===== config.mk =====
export PLATFORM = sky130hd
export DESIGN_NAME = gjls_ram
export DESIGN_NICKNAME = d
export VERILOG_FILES = /design/src/rtl/gjls_ram.sv
export SDC_FILE = /design/constraint.sdc
export NUM_CORES = 2
export LEC_CHECK = 0
export ABC_AREA = 0
export BUFFER_PORTS_ARGS = -buffer_cell sky130_fd_sc_hd__buf_2
export CAP_MARGIN = 10
export CORE_AREA = 4 4 509 511
export CTS_CLUSTER_SIZE = 28
export DETAILED_ROUTE_END_ITERATION = 10
export DIE_AREA = 0 0 513 515
export HOLD_SLACK_MARGIN = 0.05
export RECOVER_POWER = 50
export SYNTH_ARGS = -nofsm -noshare
export SYNTH_HDL_FRONTEND = slang
export SYNTH_SLANG_ARGS = --single-unit

===== constraint.sdc =====
create_clock -name i_clk -period 5.5 [get_ports i_clk]
set_clock_uncertainty 0.2 [all_clocks]
set_input_delay 0.275 -clock i_clk [delete_from_list [all_inputs] [get_ports i_clk]]
set_output_delay 0.275 -clock i_clk [all_outputs]
set_load 0.02 [all_outputs]

===== src/rtl/gjls_ram.sv =====
`timescale 1ns / 1ps
// ----------------------------------------------------------------------------
// gjls_ram
// Generic simple dual-port RAM, one write port, one registered read port.
// ----------------------------------------------------------------------------
module gjls_ram #(
    parameter int WIDTH = 32,
    parameter int DEPTH = 72
) (
    input  logic                     i_clk,
    input  logic                     i_wr_en,
    input  logic [$clog2(DEPTH)-1:0] i_wr_addr,
    input  logic [WIDTH-1:0]         i_wr_data,
    input  logic [$clog2(DEPTH)-1:0] i_rd_addr,
    output logic [WIDTH-1:0]         o_rd_data
);

    logic [WIDTH-1:0] r_mem [DEPTH];
    logic [WIDTH-1:0] r_rd_data;

    always_ff @(posedge i_clk) begin
        if (i_wr_en) begin
            r_mem[i_wr_addr] <= i_wr_data;
        end
        r_rd_data <= r_mem[i_rd_addr];
    end

    assign o_rd_data = r_rd_data;

endmodule


# [After elaboration in Yosys (flattened, before gate mapping)]
# Memories as Yosys holds them, arrays and structs flattened. A register that Yosys moved wholly into a read port is not among the register bits.
# Cells that the tools add are included.
[word_totals] latchBits=0 reg_bits=0 n_memories=1 ramBits=2304 rom_bits=0 input_bits=48
[mem_list] name="r_mem" depth=72 width=32 rd=1 rd_clocked_by_memory_dff=1 write_ports=1 line="18" source="logic [WIDTH-1:0] r_mem [DEPTH];"
[classes] n_mul=0 reduce_logical=0 n_eq_ne=0 bitwise_logic=0 n_mux=2 n_shift=0 div_mod_pow=0 n_addsub=0 order_cmp=0
[ops] operator="$mux 1" count=2

# [Depth between registers and ports, before layout]
[depth] ltp_word=2 depth_mapped=10

# [Least setup slack after synthesis]
# OpenSTA, ideal clock, no wires.
[synth_timing] path_type="input to register" from="input i_wr_addr[5]" to="memory r_mem[24][0] (enable)" path_stages=4 arrival_ns=2.983 setup_ns=0.461 slack_ns=1.856 cell_sequence="nor2_1 > and3_1 > nand3b_1 > nor3_1"
[synth_lines] item="start, declared" line="12" source="input logic [$clog2(DEPTH)-1:0] i_wr_addr,"
[synth_lines] item="end, declared" line="18"
# No word-level cell before the write port.

# [Final worst setup path]
[layout_timing] from="input i_wr_addr[0]" to="memory r_mem[31][24] (enable)"
# No word-level cell before the write port.

==> flow_results.org <==
** Worst setup path
- Worst path depth :: 5
- CP peak stage delay :: 2.02 ns
- Walking the worst path, the cells encountered are dlygate4sd3_1 > clkbuf_1 > nand2_1 > nor2_1 > buf_4.
- STA classifies the critical path startpoint as a primary input.
- The endpoint identified for the worst register-to-register timing path is o_rd_data[6].
- STA puts the critical path data required time at 5.78 ns.
- In this design, the largest share of critical-path delay is due to simple AND/OR/NAND/NOR gates.
- Worst Setup End Kind :: register
- The critical path is of the in -> reg type.
- Tracing the worst setup path back leads to its startpoint at i_wr_addr[0].
- Library cell contributing the largest single delay on the critical path :: sky130_fd_sc_hd__nor2_1
- Reg2reg start :: r_mem[23][6]
- Top fanout value on the critical path :: 17
- Counting cells, the worst reg-to-reg path comes to 5.
- Critical path data arrival time :: 4.12 ns
- Crit path to :: r_mem[31][24]
- Flop2flop setup slack :: 2.67 ns
- Counting both buffers and inverters, the worst setup path holds a total of 3.

** Die
- After floorplanning, the core was divided into 185 placement rows.
- Width of the die :: 513 µm
- Core box area :: 254,000 µm²
- 80 I/O pins were placed.
- Starting utilization of the core area :: 34.9%
- From bottom edge to top edge, the die measures 515 µm.
- Die area :: 264,000 µm²

** STA
- The count of final hold-check violations was 0.
- Transition time at the pin with the least slew margin :: 3.63 ns
- Across all setup checks in the final design, the least slack found is 1.66 ns.
- Setup violations remaining at the end of the flow were counted as 0.
- Setup repair after global routing left no endpoint under its margin.
- Portion of the clock cycle consumed by the worst path in the final layout :: 69.8%
- The count of final max-slew check failures is 2,302.
- Worst slew slack as a fraction of its limit :: -142%
- For this run, the top clock speed supported by timing is 260 MHz.
- Summed over all failing endpoints, the final setup total negative slack is 0 ns.
- Final critical-path required period :: 3.84 ns

** Finish
- Most common cell after layout, fill and taps aside :: sky130_fd_sc_hd__edfxtp_1
- Leaving out filler cells and counting taps, the final layout contains 7,711.
- In the final layout, the share of cells above drive strength 1 is 29.9%.
- Growth of design area from synthesis to finish :: 14.9%
- Leading cell types in the layout, fill and taps excluded :: sky130_fd_sc_hd__edfxtp_1, sky130_fd_sc_hd__mux4_2, sky130_fd_sc_hd__clkbuf_16
- The finished cells cover 102,000 µm².
- For this run, the post-layout net count is 4,202.

** Pwr
- For this design the static power due to leakage is 31.3 nW.
- For this design the ratio of total power to cell area is 358 nW/µm².
- IR analysis of the VDD net gives a maximum drop of 0.359 mV.

** Clocking
- Maximum count of clock buffers along a single path :: 3
- TritonCTS created 215 clock buffers.
- After clock tree synthesis, the clock-pin slew on the worst setup and hold paths is 0.07 ns.
- The tree is rooted in a sky130_fd_sc_hd__clkbuf_16.
- For this design, the sink count on the clock tree is 2,336.
- CTS resizes :: 0
- Post-CTS Hold Fix Bufs :: 42
- # Post-CTS Setup Buffers :: 0
- Clock tree from TritonCTS :: yes
- The H-tree was split into 4 levels.
- Source-to-sink clock delay at the later pin of the worst-skew pair :: 0.85 ns

** Outcome
- Violations in the final reports :: max-capacitance violations, max-slew violations
- Result of the run :: finished with violations

** Routing
- Before antenna repair, the detailed router went through 6 iterations.
- In this run the remaining antenna-violating nets after routing total 0.
- Wire segments on met2 add up to 118,000 µm in the final route.
- Routed wire length per instance :: 30.9 µm
- The first routing iteration left 5,316 violations.
- Signal routing reaches up to met5.
- DRC :: 0
- After detailed routing, the number of vias per cell comes to 5.52.
- Wire length on met3 :: 16,900 µm
- Routed length on met1 :: 96,800 µm
- DRT Wirelength :: 238,000 µm
- Detailed routing inserted a total of 42,545 vias.

** Placement
- At the placement stage, the worst setup path has a slack of 1.68 ns.
- Port buffering added 79 buffers.
- Post-detailed-placement half-perimeter wirelength :: 137,000 µm
- At the end of routability-driven placement, the weighted congestion stood at 0.805.
- Once placement completed, the tool counted placed cells totaling 7,253.
- The placed instances occupy a cell area of 94,500 µm².

** Min path
- The tightest min-delay check is of the in -> reg type.

** Synth
- Of the synthesized area, sequential elements account for 78.7%.
- The synthesized netlist devotes 0% of its cell area to adder and majority cells.
- Synthesized-area fraction occupied by xor and xnor cells :: 0%
- Area share of and/or/nand/nor cells after synthesis :: 1.22%
- The Yosys step of the flow raised 0 warnings.
- By area, the combinational part of the netlist is dominated by multiplexers.
- Synthesis produced a netlist with a net count of 3,865.
- Synthesis produced 3,817 cells.
- In the synthesized netlist the async set-or-reset flop fraction comes to 0%.
- Compound-Gate Fraction of Synth Area :: 2.04%
- Counting flops and latches in the post-synthesis netlist gives 2,336.
- Summed instance area of the synthesized netlist :: 88,700 µm²
- Each instance of the synthesized netlist takes up on average 23.2 µm².
- Count of flip-flops with a built-in enable after synthesis :: 2,304
- Multiplexer cells account for 16.8% of the synthesized area.
- Counting distinct cell types in the post-synthesis netlist gives 42.
- Most used flip-flop cell after synthesis :: sky130_fd_sc_hd__edfxtp_1

** Flow run
- Max capacitance violation total :: 36

** Global routing
- Via count of the first global-routing pass :: 42,825
- Global-route usage over all layers :: 17.8%
- Maximum number of pins on one net before global-route repair :: 73
- The first global-routing pass estimated 336,000 µm of wire.
- The number of antenna violations at the first check in global routing is 24.
- Global routing finished with a remaining overflow of 0.
-- state kept, by name, indices dropped and copies added (netlist names) --
| signal | count |
|---|---|
| o_rd_data | 32 |
| r_mem | 2304 |
-- metrics by stage --
stage	total power, mW	utilization (%)	hold WS [ns]
floorplan	21.0	-	0.174
global placement	21.8	37.2	0.493
detailed placement	21.9	37.2	0.495
CTS	36.7	40.2	0.0523
global route	37.6	40.1	0.182
finish	36.5	40.1	0.208
-- worst min-delay path, cell delays in order --
cell and delay (ns):
sky130_fd_sc_hd__buf_2 0.14, sky130_fd_sc_hd__and3_1 0.17, sky130_fd_sc_hd__nand3_1 0.21, sky130_fd_sc_hd__nor2_4 0.24
-- power by group --
| part | switching [mW] | internal [mW] | leakage, nW |
|---|---|---|---|
| clock | 6.56 | 8.44 | 3.45 |
| combinational | 1.12 | 0.639 | 6.91 |
| sequential | 0.0705 | 19.7 | 21.0 |
-- how the worst min path moves through the flow --
stage | from | end | slack (ns) | cells after the start
after floorplan | i_wr_data[0] | r_mem[0][0] | 0.17 | 0
after global placement | o_rd_data[26] | o_rd_data[26] | 0.49 | 1
after detailed placement | o_rd_data[26] | o_rd_data[26] | 0.50 | 1
after CTS | i_wr_data[9] | r_mem[32][9] | 0.05 | 1
after global routing | i_rd_addr[1] | o_rd_data[18] | 0.18 | 5
final | i_wr_addr[4] | r_mem[30][23] | 0.21 | 4
-- cells in the mapped netlist, drive strengths merged (11+ instances only) --
| master | count | area, µm² |
|---|---|---|
| buf | 128 | 796 |
| o21ai | 16 | 80.1 |
| nor2 | 84 | 315 |
| mux4 | 555 | 12500 |
| nand2 | 46 | 173 |
| mux2i | 119 | 1190 |
| nor2b | 23 | 144 |
| a22oi | 92 | 691 |
| dfxtp | 32 | 641 |
| o22ai | 57 | 357 |
| nor3 | 18 | 90.1 |
| a221oi | 11 | 96.3 |
| mux2 | 109 | 1230 |
| a21oi | 19 | 95.1 |
| nand3 | 32 | 160 |
| edfxtp | 2304 | 69200 |
| a211oi | 35 | 263 |
| clkbuf | 77 | 289 |
-- routing by layer --
| metal | GRT usage, % | vias to the layer above |
|---|---|---|
| met5 | 0 | - |
| met4 | 5.26 | 12 |
| met3 | 2.92 | 335 |
| met2 | 29.5 | 1846 |
| met1 | 24.2 | 23335 |
| li1 | - | 17017 |
-- cells by family (layout without fill, tap and decap cells) --
kind of cell	Yosys count	in the layout
DFF	2336	2336
muxes	783	783
and+or+nand+nor	235	235
buffers and inverters	206	730
other	0	4
AOI/OAI and AO/OA	257	257
-- area by class of cell --
type	count	area (µm²)
fillers	22010	152000
inverters	1	3.75
multi-input cells	1275	18300
diodes	4	10.0
well taps	3366	4210
repair buffers	325	2440
clock inverters	135	1350
clock buffers	269	5740
flip-flops and latches	2336	69800
No activity file was read; power rests on OpenSTA's default activity.
