## src/rtl/gjls_pkg.sv

```systemverilog
`timescale 1ns / 1ps
// ----------------------------------------------------------------------------
// gjls_pkg
// Shared types and constants of the Gauss-Jordan solver.
// ----------------------------------------------------------------------------
package gjls_pkg;

    localparam int VALUE_W     = 32;
    localparam int ORDER_W     = 4;
    localparam int STATUS_W    = 2;

    typedef logic [STATUS_W-1:0] t_status;

    localparam t_status ST_UNIQUE   = 2'd0;
    localparam t_status ST_INFINITE = 2'd1;
    localparam t_status ST_NONE     = 2'd2;
    localparam t_status ST_OVERDEF  = 2'd3;

    localparam logic [ORDER_W-1:0] ORDER_RESET = 4'd4;

    localparam logic signed [VALUE_W-1:0] VAL_MAX = 32'sh7fff_ffff;
    localparam logic signed [VALUE_W-1:0] VAL_MIN = 32'sh8000_0000;

endpackage

```

## src/rtl/gjls_div.sv

```systemverilog
`timescale 1ns / 1ps
// ----------------------------------------------------------------------------
// gjls_div
// Bit-serial fixed-point divider: (num << FRAC_BITS) / den, saturated.
// ----------------------------------------------------------------------------
module gjls_div
    import gjls_pkg::*;
#(
    parameter int FRAC_BITS = 16
) (
    input  logic                      i_clk,
    input  logic                      i_rst_n,
    input  logic                      i_start,
    input  logic signed [VALUE_W-1:0] i_num,
    input  logic signed [VALUE_W-1:0] i_den,
    output logic                      o_done,
    output logic signed [VALUE_W-1:0] o_quot
);

    localparam int NW = VALUE_W + FRAC_BITS;
    localparam int CW = $clog2(NW + 1);

    typedef enum logic [1:0] {D_IDLE, D_RUN, D_SAT} t_dstate;

    t_dstate                   r_state;
    logic [CW-1:0]             r_cnt;
    logic [NW-1:0]             r_q;
    logic [VALUE_W-1:0]        r_rem;
    logic [VALUE_W-1:0]        r_dmag;
    logic                      r_neg;
    logic                      r_done;
    logic signed [VALUE_W-1:0] r_quot;

    logic [VALUE_W-1:0] w_nmag;
    logic [VALUE_W:0]   w_rem_sh;
    logic               w_ge;
    logic [VALUE_W:0]   w_diff;
    logic               w_big_pos;
    logic               w_big_neg;

    assign w_nmag    = i_num[VALUE_W-1] ? VALUE_W'(-i_num) : VALUE_W'(i_num);
    assign w_rem_sh  = {r_rem, r_q[NW-1]};
    assign w_ge      = (w_rem_sh >= {1'b0, r_dmag});
    assign w_diff    = w_rem_sh - {1'b0, r_dmag};
    assign w_big_pos = |r_q[NW-1:VALUE_W-1];
    assign w_big_neg = (|r_q[NW-1:VALUE_W]) || (r_q[VALUE_W-1] && (|r_q[VALUE_W-2:0]));

    always_ff @(posedge i_clk) begin
        if (!i_rst_n) begin
            r_state <= D_IDLE;
            r_done  <= 1'b0;
            r_cnt   <= '0;
        end else begin
            r_done <= 1'b0;
            unique case (r_state)
                D_IDLE: begin
                    if (i_start) begin
                        if (i_den == '0) begin
                            r_done <= 1'b1;
                            if (i_num == '0) begin
                                r_quot <= '0;
                            end else if (i_num[VALUE_W-1]) begin
                                r_quot <= VAL_MIN;
                            end else begin
                                r_quot <= VAL_MAX;
                            end
                        end else begin
                            r_q     <= {w_nmag, {FRAC_BITS{1'b0}}};
                            r_rem   <= '0;
                            r_dmag  <= i_den[VALUE_W-1] ? VALUE_W'(-i_den) : VALUE_W'(i_den);
                            r_neg   <= i_num[VALUE_W-1] ^ i_den[VALUE_W-1];
                            r_cnt   <= CW'(NW);
                            r_state <= D_RUN;
                        end
                    end
                end
                D_RUN: begin
                    r_rem <= w_ge ? w_diff[VALUE_W-1:0] : w_rem_sh[VALUE_W-1:0];
                    r_q   <= {r_q[NW-2:0], w_ge};
                    r_cnt <= r_cnt - CW'(1);
                    if (r_cnt == CW'(1)) begin
                        r_state <= D_SAT;
                    end
                end
                D_SAT: begin
                    if (r_neg) begin
                        r_quot <= w_big_neg ? VAL_MIN : VALUE_W'(-r_q[VALUE_W-1:0]);
                    end else begin
                        r_quot <= w_big_pos ? VAL_MAX : VALUE_W'(r_q[VALUE_W-1:0]);
                    end
                    r_done  <= 1'b1;
                    r_state <= D_IDLE;
                end
                default: r_state <= D_IDLE;
            endcase
        end
    end

    assign o_done = r_done;
    assign o_quot = r_quot;

endmodule

```

## config.mk

```make
export PLATFORM = sky130hd
export DESIGN_NAME = gjls_div
export DESIGN_NICKNAME = d
export VERILOG_FILES = /design/src/rtl/gjls_pkg.sv /design/src/rtl/gjls_div.sv
export SDC_FILE = /design/constraint.sdc
export NUM_CORES = 1
export LEC_CHECK = 0
export CORE_MARGIN = 4
export CORE_UTILIZATION = 50
export CTS_BUF_LIST = sky130_fd_sc_hd__clkbuf_8
export DETAILED_ROUTE_END_ITERATION = 12
export DONT_BUFFER_PORTS = 1
export SLEW_MARGIN = 30
export SYNTH_ARGS = -nofsm -noshare
export SYNTH_HDL_FRONTEND = slang
export SYNTH_SLANG_ARGS = --single-unit
```

## constraint.sdc

```tcl
create_clock -name i_clk -period 9.15 [get_ports i_clk]
set_clock_uncertainty 0.15 [all_clocks]
set_input_delay 2.2875 -clock i_clk [delete_from_list [all_inputs] [get_ports i_clk]]
set_output_delay 2.2875 -clock i_clk [all_outputs]
set_load 0.01 [all_outputs]
```

* After elaboration in Yosys (flattened, before gate mapping)
Index checks and enable logic that the tools add are counted.
** Storage, ports and cells
- Register bits after elaboration :: 154
- Input bits :: 67
- Logic and storage cells :: 66
** Operators by class
- $add $sub $neg :: 5
- Order comparisons :: 1
- Equality and inequality tests :: 7
- Mux-type cells :: 27
- Bitwise logic cells :: 2
- Reductions and logical operators :: 15
** Operators with widths (count)
- 32-bit two-way mux :: 11
- 32-bit case mux with 2 select lines :: 2
- 48-bit two-way mux :: 2
- 32-bit negation :: 3
- 48-bit case mux with 2 select lines :: 1
- 32-bit zero test :: 2
- 33-bit by 32-bit greater-or-equal comparator with 1-bit output :: 1
- 32-bit subtractor :: 1
- 31-bit two-way mux :: 1
- 31-bit OR reduction :: 1
- 17-bit OR reduction :: 1
- 16-bit OR reduction :: 1
- 6-bit two-way mux :: 2
- 6-bit case mux with 2 select lines :: 1
- 4-bit AND reduction :: 3
- 2-bit != test (second input constant) :: 4
- 6-bit by 1-bit == test with 1-bit output (second input constant) :: 1
- 2-bit two-way mux :: 3
- 3-bit AND reduction :: 2
- 6-bit by 1-bit subtractor with 6-bit output (second input constant) :: 1
- 2-bit case mux with 2 select lines :: 1
- 2-bit nonzero test :: 2
- 2-bit by 1-bit == test with 1-bit output (second input constant) :: 1
- 2-bit == test (second input constant) :: 1
- 7 further kinds :: 8

* Logic depth before layout (Yosys ltp)
- Depth in word-level cells :: 6
- Gate-level depth with buffers :: 13
- Mapped depth without buffers :: 11

* Worst setup path before layout
Ideal clock, no wire load.
- Path kind :: input to register
- From :: input i_den[0]
- To :: register r_dmag[0] (enable)
- Library setup time :: 471 ps
- Arrival time :: 5456 ps
- Data required time :: 8529 ps
- Slack :: 3073 ps
- Stages on the path :: 7
- Cell sequence :: inv_1 > ha_1 > or3b_2 > nor3b_1 > nand4_1 > o31ai_1 > nor3_1
** On the way
- Cells in the longest elaborated chain, start to end :: 3
** RTL lines
- start, declared :: line gjls_div.sv:15 : input logic signed [VALUE_W-1:0] i_den,
- 32-bit zero test :: line gjls_div.sv:58 : if (i_den == '0) begin
- 1-bit NOT (no source line)
- 4-bit AND reduction (no source line)
- end signal, assigned :: line gjls_div.sv:70 : r_dmag <= i_den[VALUE_W-1] ? VALUE_W'(-i_den) : VALUE_W'(i_den);
- end, declared :: line gjls_div.sv:29 : logic [VALUE_W-1:0] r_dmag;
Every way passes these cells.
A chain may end at the register's enable or synchronous reset.

* Worst setup path after layout
- From :: input i_den[21]
- To :: register r_q[5] (enable)
** On the way
- Cells in the longest elaborated chain, start to end :: 3
** RTL lines
- 32-bit zero test :: line gjls_div.sv:58
- 2-bit != test (no source line)
- 4-bit AND reduction (no source line)
- end signal, assigned :: line gjls_div.sv:68 : r_q <= {w_nmag, {FRAC_BITS{1'b0}}};
- end signal, assigned :: line gjls_div.sv:79 : r_q <= {r_q[NW-2:0], w_ge};
- end, declared :: line gjls_div.sv:27 : logic [NW-1:0] r_q;
Every way passes these cells.

==> out/results.env <==
TRITONCTS='done'
CRITICAL_PATH_REQUIRED_NS=9.20
CLOCK_TREE.BUFFER_DEPTH=2
CTS.SINK_COUNT=154
GLOBALROUTEOVERFLOWTOTAL=0
GRT_PASS1_WL_UM=41700
CORE_AREA_UM2=20300
HP-CLASS='flip-flop to flip-flop'
POST_CTS_HOLD_BUFFER_COUNT=0
SLEW-LIMIT-HEADROOM=0.456
PLACE.DETAILED.HPWL_UM=18700
PERIOD_SHARE=0.540
DIEWIDTH_UM=152
GLOBALPLACE.CONGESTION=0.895
DESIGN.DIE.AREA_UM2=23000
SETUP.WORST_PATH.CLASS='input port to flip-flop'
FILL_CELLS=1926
IO-PIN-COUNT=100
INITIAL_CORE_UTIL=0.509
IRDROPWORSTVDD_mV=0.118
POST-LAYOUT-TOTAL-POWER_mW=1.87
RSZ0062_AT_GRT='false'
WORST_R2R_PATH_DEPTH=10
POST_DRT_WL_PER_CELL_UM=19.3
ROUTED-VIA-COUNT=8195
SYNTH-WARNING-COUNT=0
R2R_END='r_rem[31]'
SYNTH_COMMONEST_CELLS='sky130_fd_sc_hd__edfxtp_1 (145), sky130_fd_sc_hd__nand2_1 (103), sky130_fd_sc_hd__o21ai_0 (103)'
POWER.DENSITY_CELL_AREA_nW_PER_UM2=171
SYNTH.FF_LATCH_COUNT=154
LARGEST_NET_DEGREE_AT_THE_START_OF_GLOBAL_ROUTING=78
SETUP_VIOLATIONS=0
DRT.ANTENNA.VIOLATING_NETS=0
DETAILEDPLACE.WORSTSLACK_NS=3.75
DRT_ITER0_MARKERS=573
CTS-RESIZED-GATES=0
BUFFER_PORTS.INSERTED=0
SYNTH.TOP_CELLS.BY_AREA='sky130_fd_sc_hd__edfxtp_1 (42%), sky130_fd_sc_hd__o21ai_0 (5.0%), sky130_fd_sc_hd__ha_1 (4.5%)'
POSTROUTEWIRELENGTH_UM=26100
SYN-MEAN-INSTANCE-AREA_UM2=9.45
NETLIST-CELL-TYPE-COUNT=80
WORSTSETUPSTARTPOINT='i_den[21]'
CRITPATHCAPTURETYPE='flip-flop'
RUN_STATUS='complete, no violations'
CRIT_ARRIVAL_NS=4.99
NUMBER_OF_GLOBAL_ROUTE_VIAS_BEFORE_REPAIR=7825
ANTENNA_CELLS_INSERTED=0
CTS_INSERTED_BUFFERS=17
WORST_SLEW_PIN_TRAN_NS=0.814
AREA.GROWTH.SYNTH_TO_FINAL_PCT=5.76
TIMING.RR.START='r_dmag[26]'
SETUP_TNS_NS=0
HTREE_LEVELS=4
ACHIEVABLE-FREQUENCY_GHz=0.203
CLOCK_TREE.ROOT_CELL='sky130_fd_sc_hd__clkbuf_8'
SYNTH_AREA_LEADER_CELL='sky130_fd_sc_hd__edfxtp_1'
DRT_DRC_VIOLATIONS_LEFT=0
TIMING.FINAL.CRIT_PERIOD_NS=4.94
POST_CTS.REPAIR.SETUP_BUFFERS=0
YS_ASYNC_SR_FRACTION=0
FINAL_LAYOUT_SIZE_SUFFIX_GT1_FRAC=0.0718
VIASPERCELL=6.04
NATURE_OF_THE_CRITICAL_PATH_STARTPOINT='input port'
ANTENNA_FOUND_INITIAL=0
YOSYS_MOST_USED_DFF='sky130_fd_sc_hd__edfxtp_1'
CP-ENDPOINT='r_q[5]'
POST_SYNTH_INSTANCE_AREA_UM2=10300
DIE_Y_UM=152
FF2FF_SETUP_SLACK_NS=5.58
GRT.TOTAL_USAGE=0.230
DRT_FIRST_PASS_ITERS=5
SYNTH_CELLS=1094
MAX_CAP_VIOLATIONS=0
CLK_LATENCY_NS=0.46
HOLD_VIOL_FINAL=0
SYN_NETS=1199
NUM-NETS-FINAL=1179
SHARE_OF_THE_SYNTHESIZED_AREA_IN_THE_TOP_CELL_TYPE=0.421
CORE.ROWCOUNT=52
CLKSLEWWORSTSETUPHOLDPATHS_NS=0.09
SYNTHMOSTINSTANTIATEDCELL='sky130_fd_sc_hd__edfxtp_1'
MAXSLEWVIOLCOUNT=0
CRIT_PATH_MAX_FANOUT=41
SYNTH_SEQ_AREA_SHARE=0.439
P_LEAK_nW=3.95
SYNTH_ENABLE_FLOP_CELLS=145
FINALWORSTSETUPSLACK_NS=4.21
[through the flow]
step                      std cells   util  hold slack (ns)  area [um2]
final                          1357  0.538            0.388       10900
after global routing           1357  0.538            0.427       10900
after CTS                      1357  0.538            0.388       10900
after detailed placement       1325  0.520            0.373       10600
after global placement         1324  0.519            0.378       10500
after floorplan                1094      -            0.333       10300
[kinds of logic (layout without fill, tap and decap cells)]
family / count (synthesis) / count (layout) / synth area share
buffers and inverters: 109 / 102 / 0.0436
multiplexers: 2 / 2 / 0.00194
AO/OA/AOI/OAI: 344 / 344 / 0.214
adder cells (fa/ha/maj): 38 / 38 / 0.0467
AND/OR/NAND/NOR: 357 / 357 / 0.179
XOR/XNOR: 90 / 90 / 0.0763
flip-flops: 154 / 154 / 0.439
[worst min-delay path by stage]
stage | start | end | slack (ns) | cells past startpoint
3_5_place_dp | r_cnt[2] | r_cnt[2] | 0.37 | 2
5_1_grt | r_state[0] | r_cnt[2] | 0.43 | 2
2_1_floorplan | r_state[0] | r_cnt[2] | 0.33 | 2
6_report | r_cnt[2] | r_cnt[2] | 0.39 | 2
3_3_place_gp | r_state[0] | r_cnt[2] | 0.38 | 2
4_1_cts | r_cnt[2] | r_cnt[2] | 0.39 | 2
[cell type report]
cell class	instances	area (um2)	share of cell area
well taps	270	338	0.0309
clock buffers	17	234	0.0214
repair buffers	10	87.6	0.00801
multi-input cells	831	5370	0.492
inverters	60	225	0.0206
clock inverters	15	138	0.0126
flip-flops and latches	154	4530	0.415
[registers in the layout, summed over array words and instances (netlist names)]
name	flops
o_done	1
r_cnt	6
r_dmag	32
r_rem	32
r_q	48
r_neg	1
o_quot	32
r_state	2
[placed cells by master, fill, tap and decap left out, drive strengths merged, types with 10 or more instances in the layout]
master and count:
nand3 37, or4 11, o31ai 24, o211ai 12
nand2 104, xnor2 48, a21o 26, buf 10
nor4 19, edfxtp 145, a21oi 77, ha 37
o41ai 11, xor2 42, nor2 49, and3 11
inv 67, and2 23, clkbuf 17, a211oi 13
or3 28, o21ai 120, nor3 33
[layer usage]
layer / GRT usage / wire length (um) / up-vias
li1: - / - / 4047
met1: 0.349 / 12800 / 3888
met2: 0.333 / 11400 / 240
met3: 0.0526 / 1690 / 20
met4: 0.0562 / 267 / 0
met5: 0 / 0 / -
[critical path, cell delays in order]
cell and delay, ns:
sky130_fd_sc_hd__or4_1 0.59, sky130_fd_sc_hd__nor4_1 0.43, sky130_fd_sc_hd__nand4_1 0.30, sky130_fd_sc_hd__o31ai_1 0.43, sky130_fd_sc_hd__a21oi_1 0.25, sky130_fd_sc_hd__and2_4 0.39
sky130_fd_sc_hd__buf_12 0.26
[power breakdown]
part | internal [mW] | switching (mW)
clock network | 0.220 | 0.290
logic | 0.181 | 0.276
registers | 0.853 | 0.0508
Power figures use the tool's default switching activity.
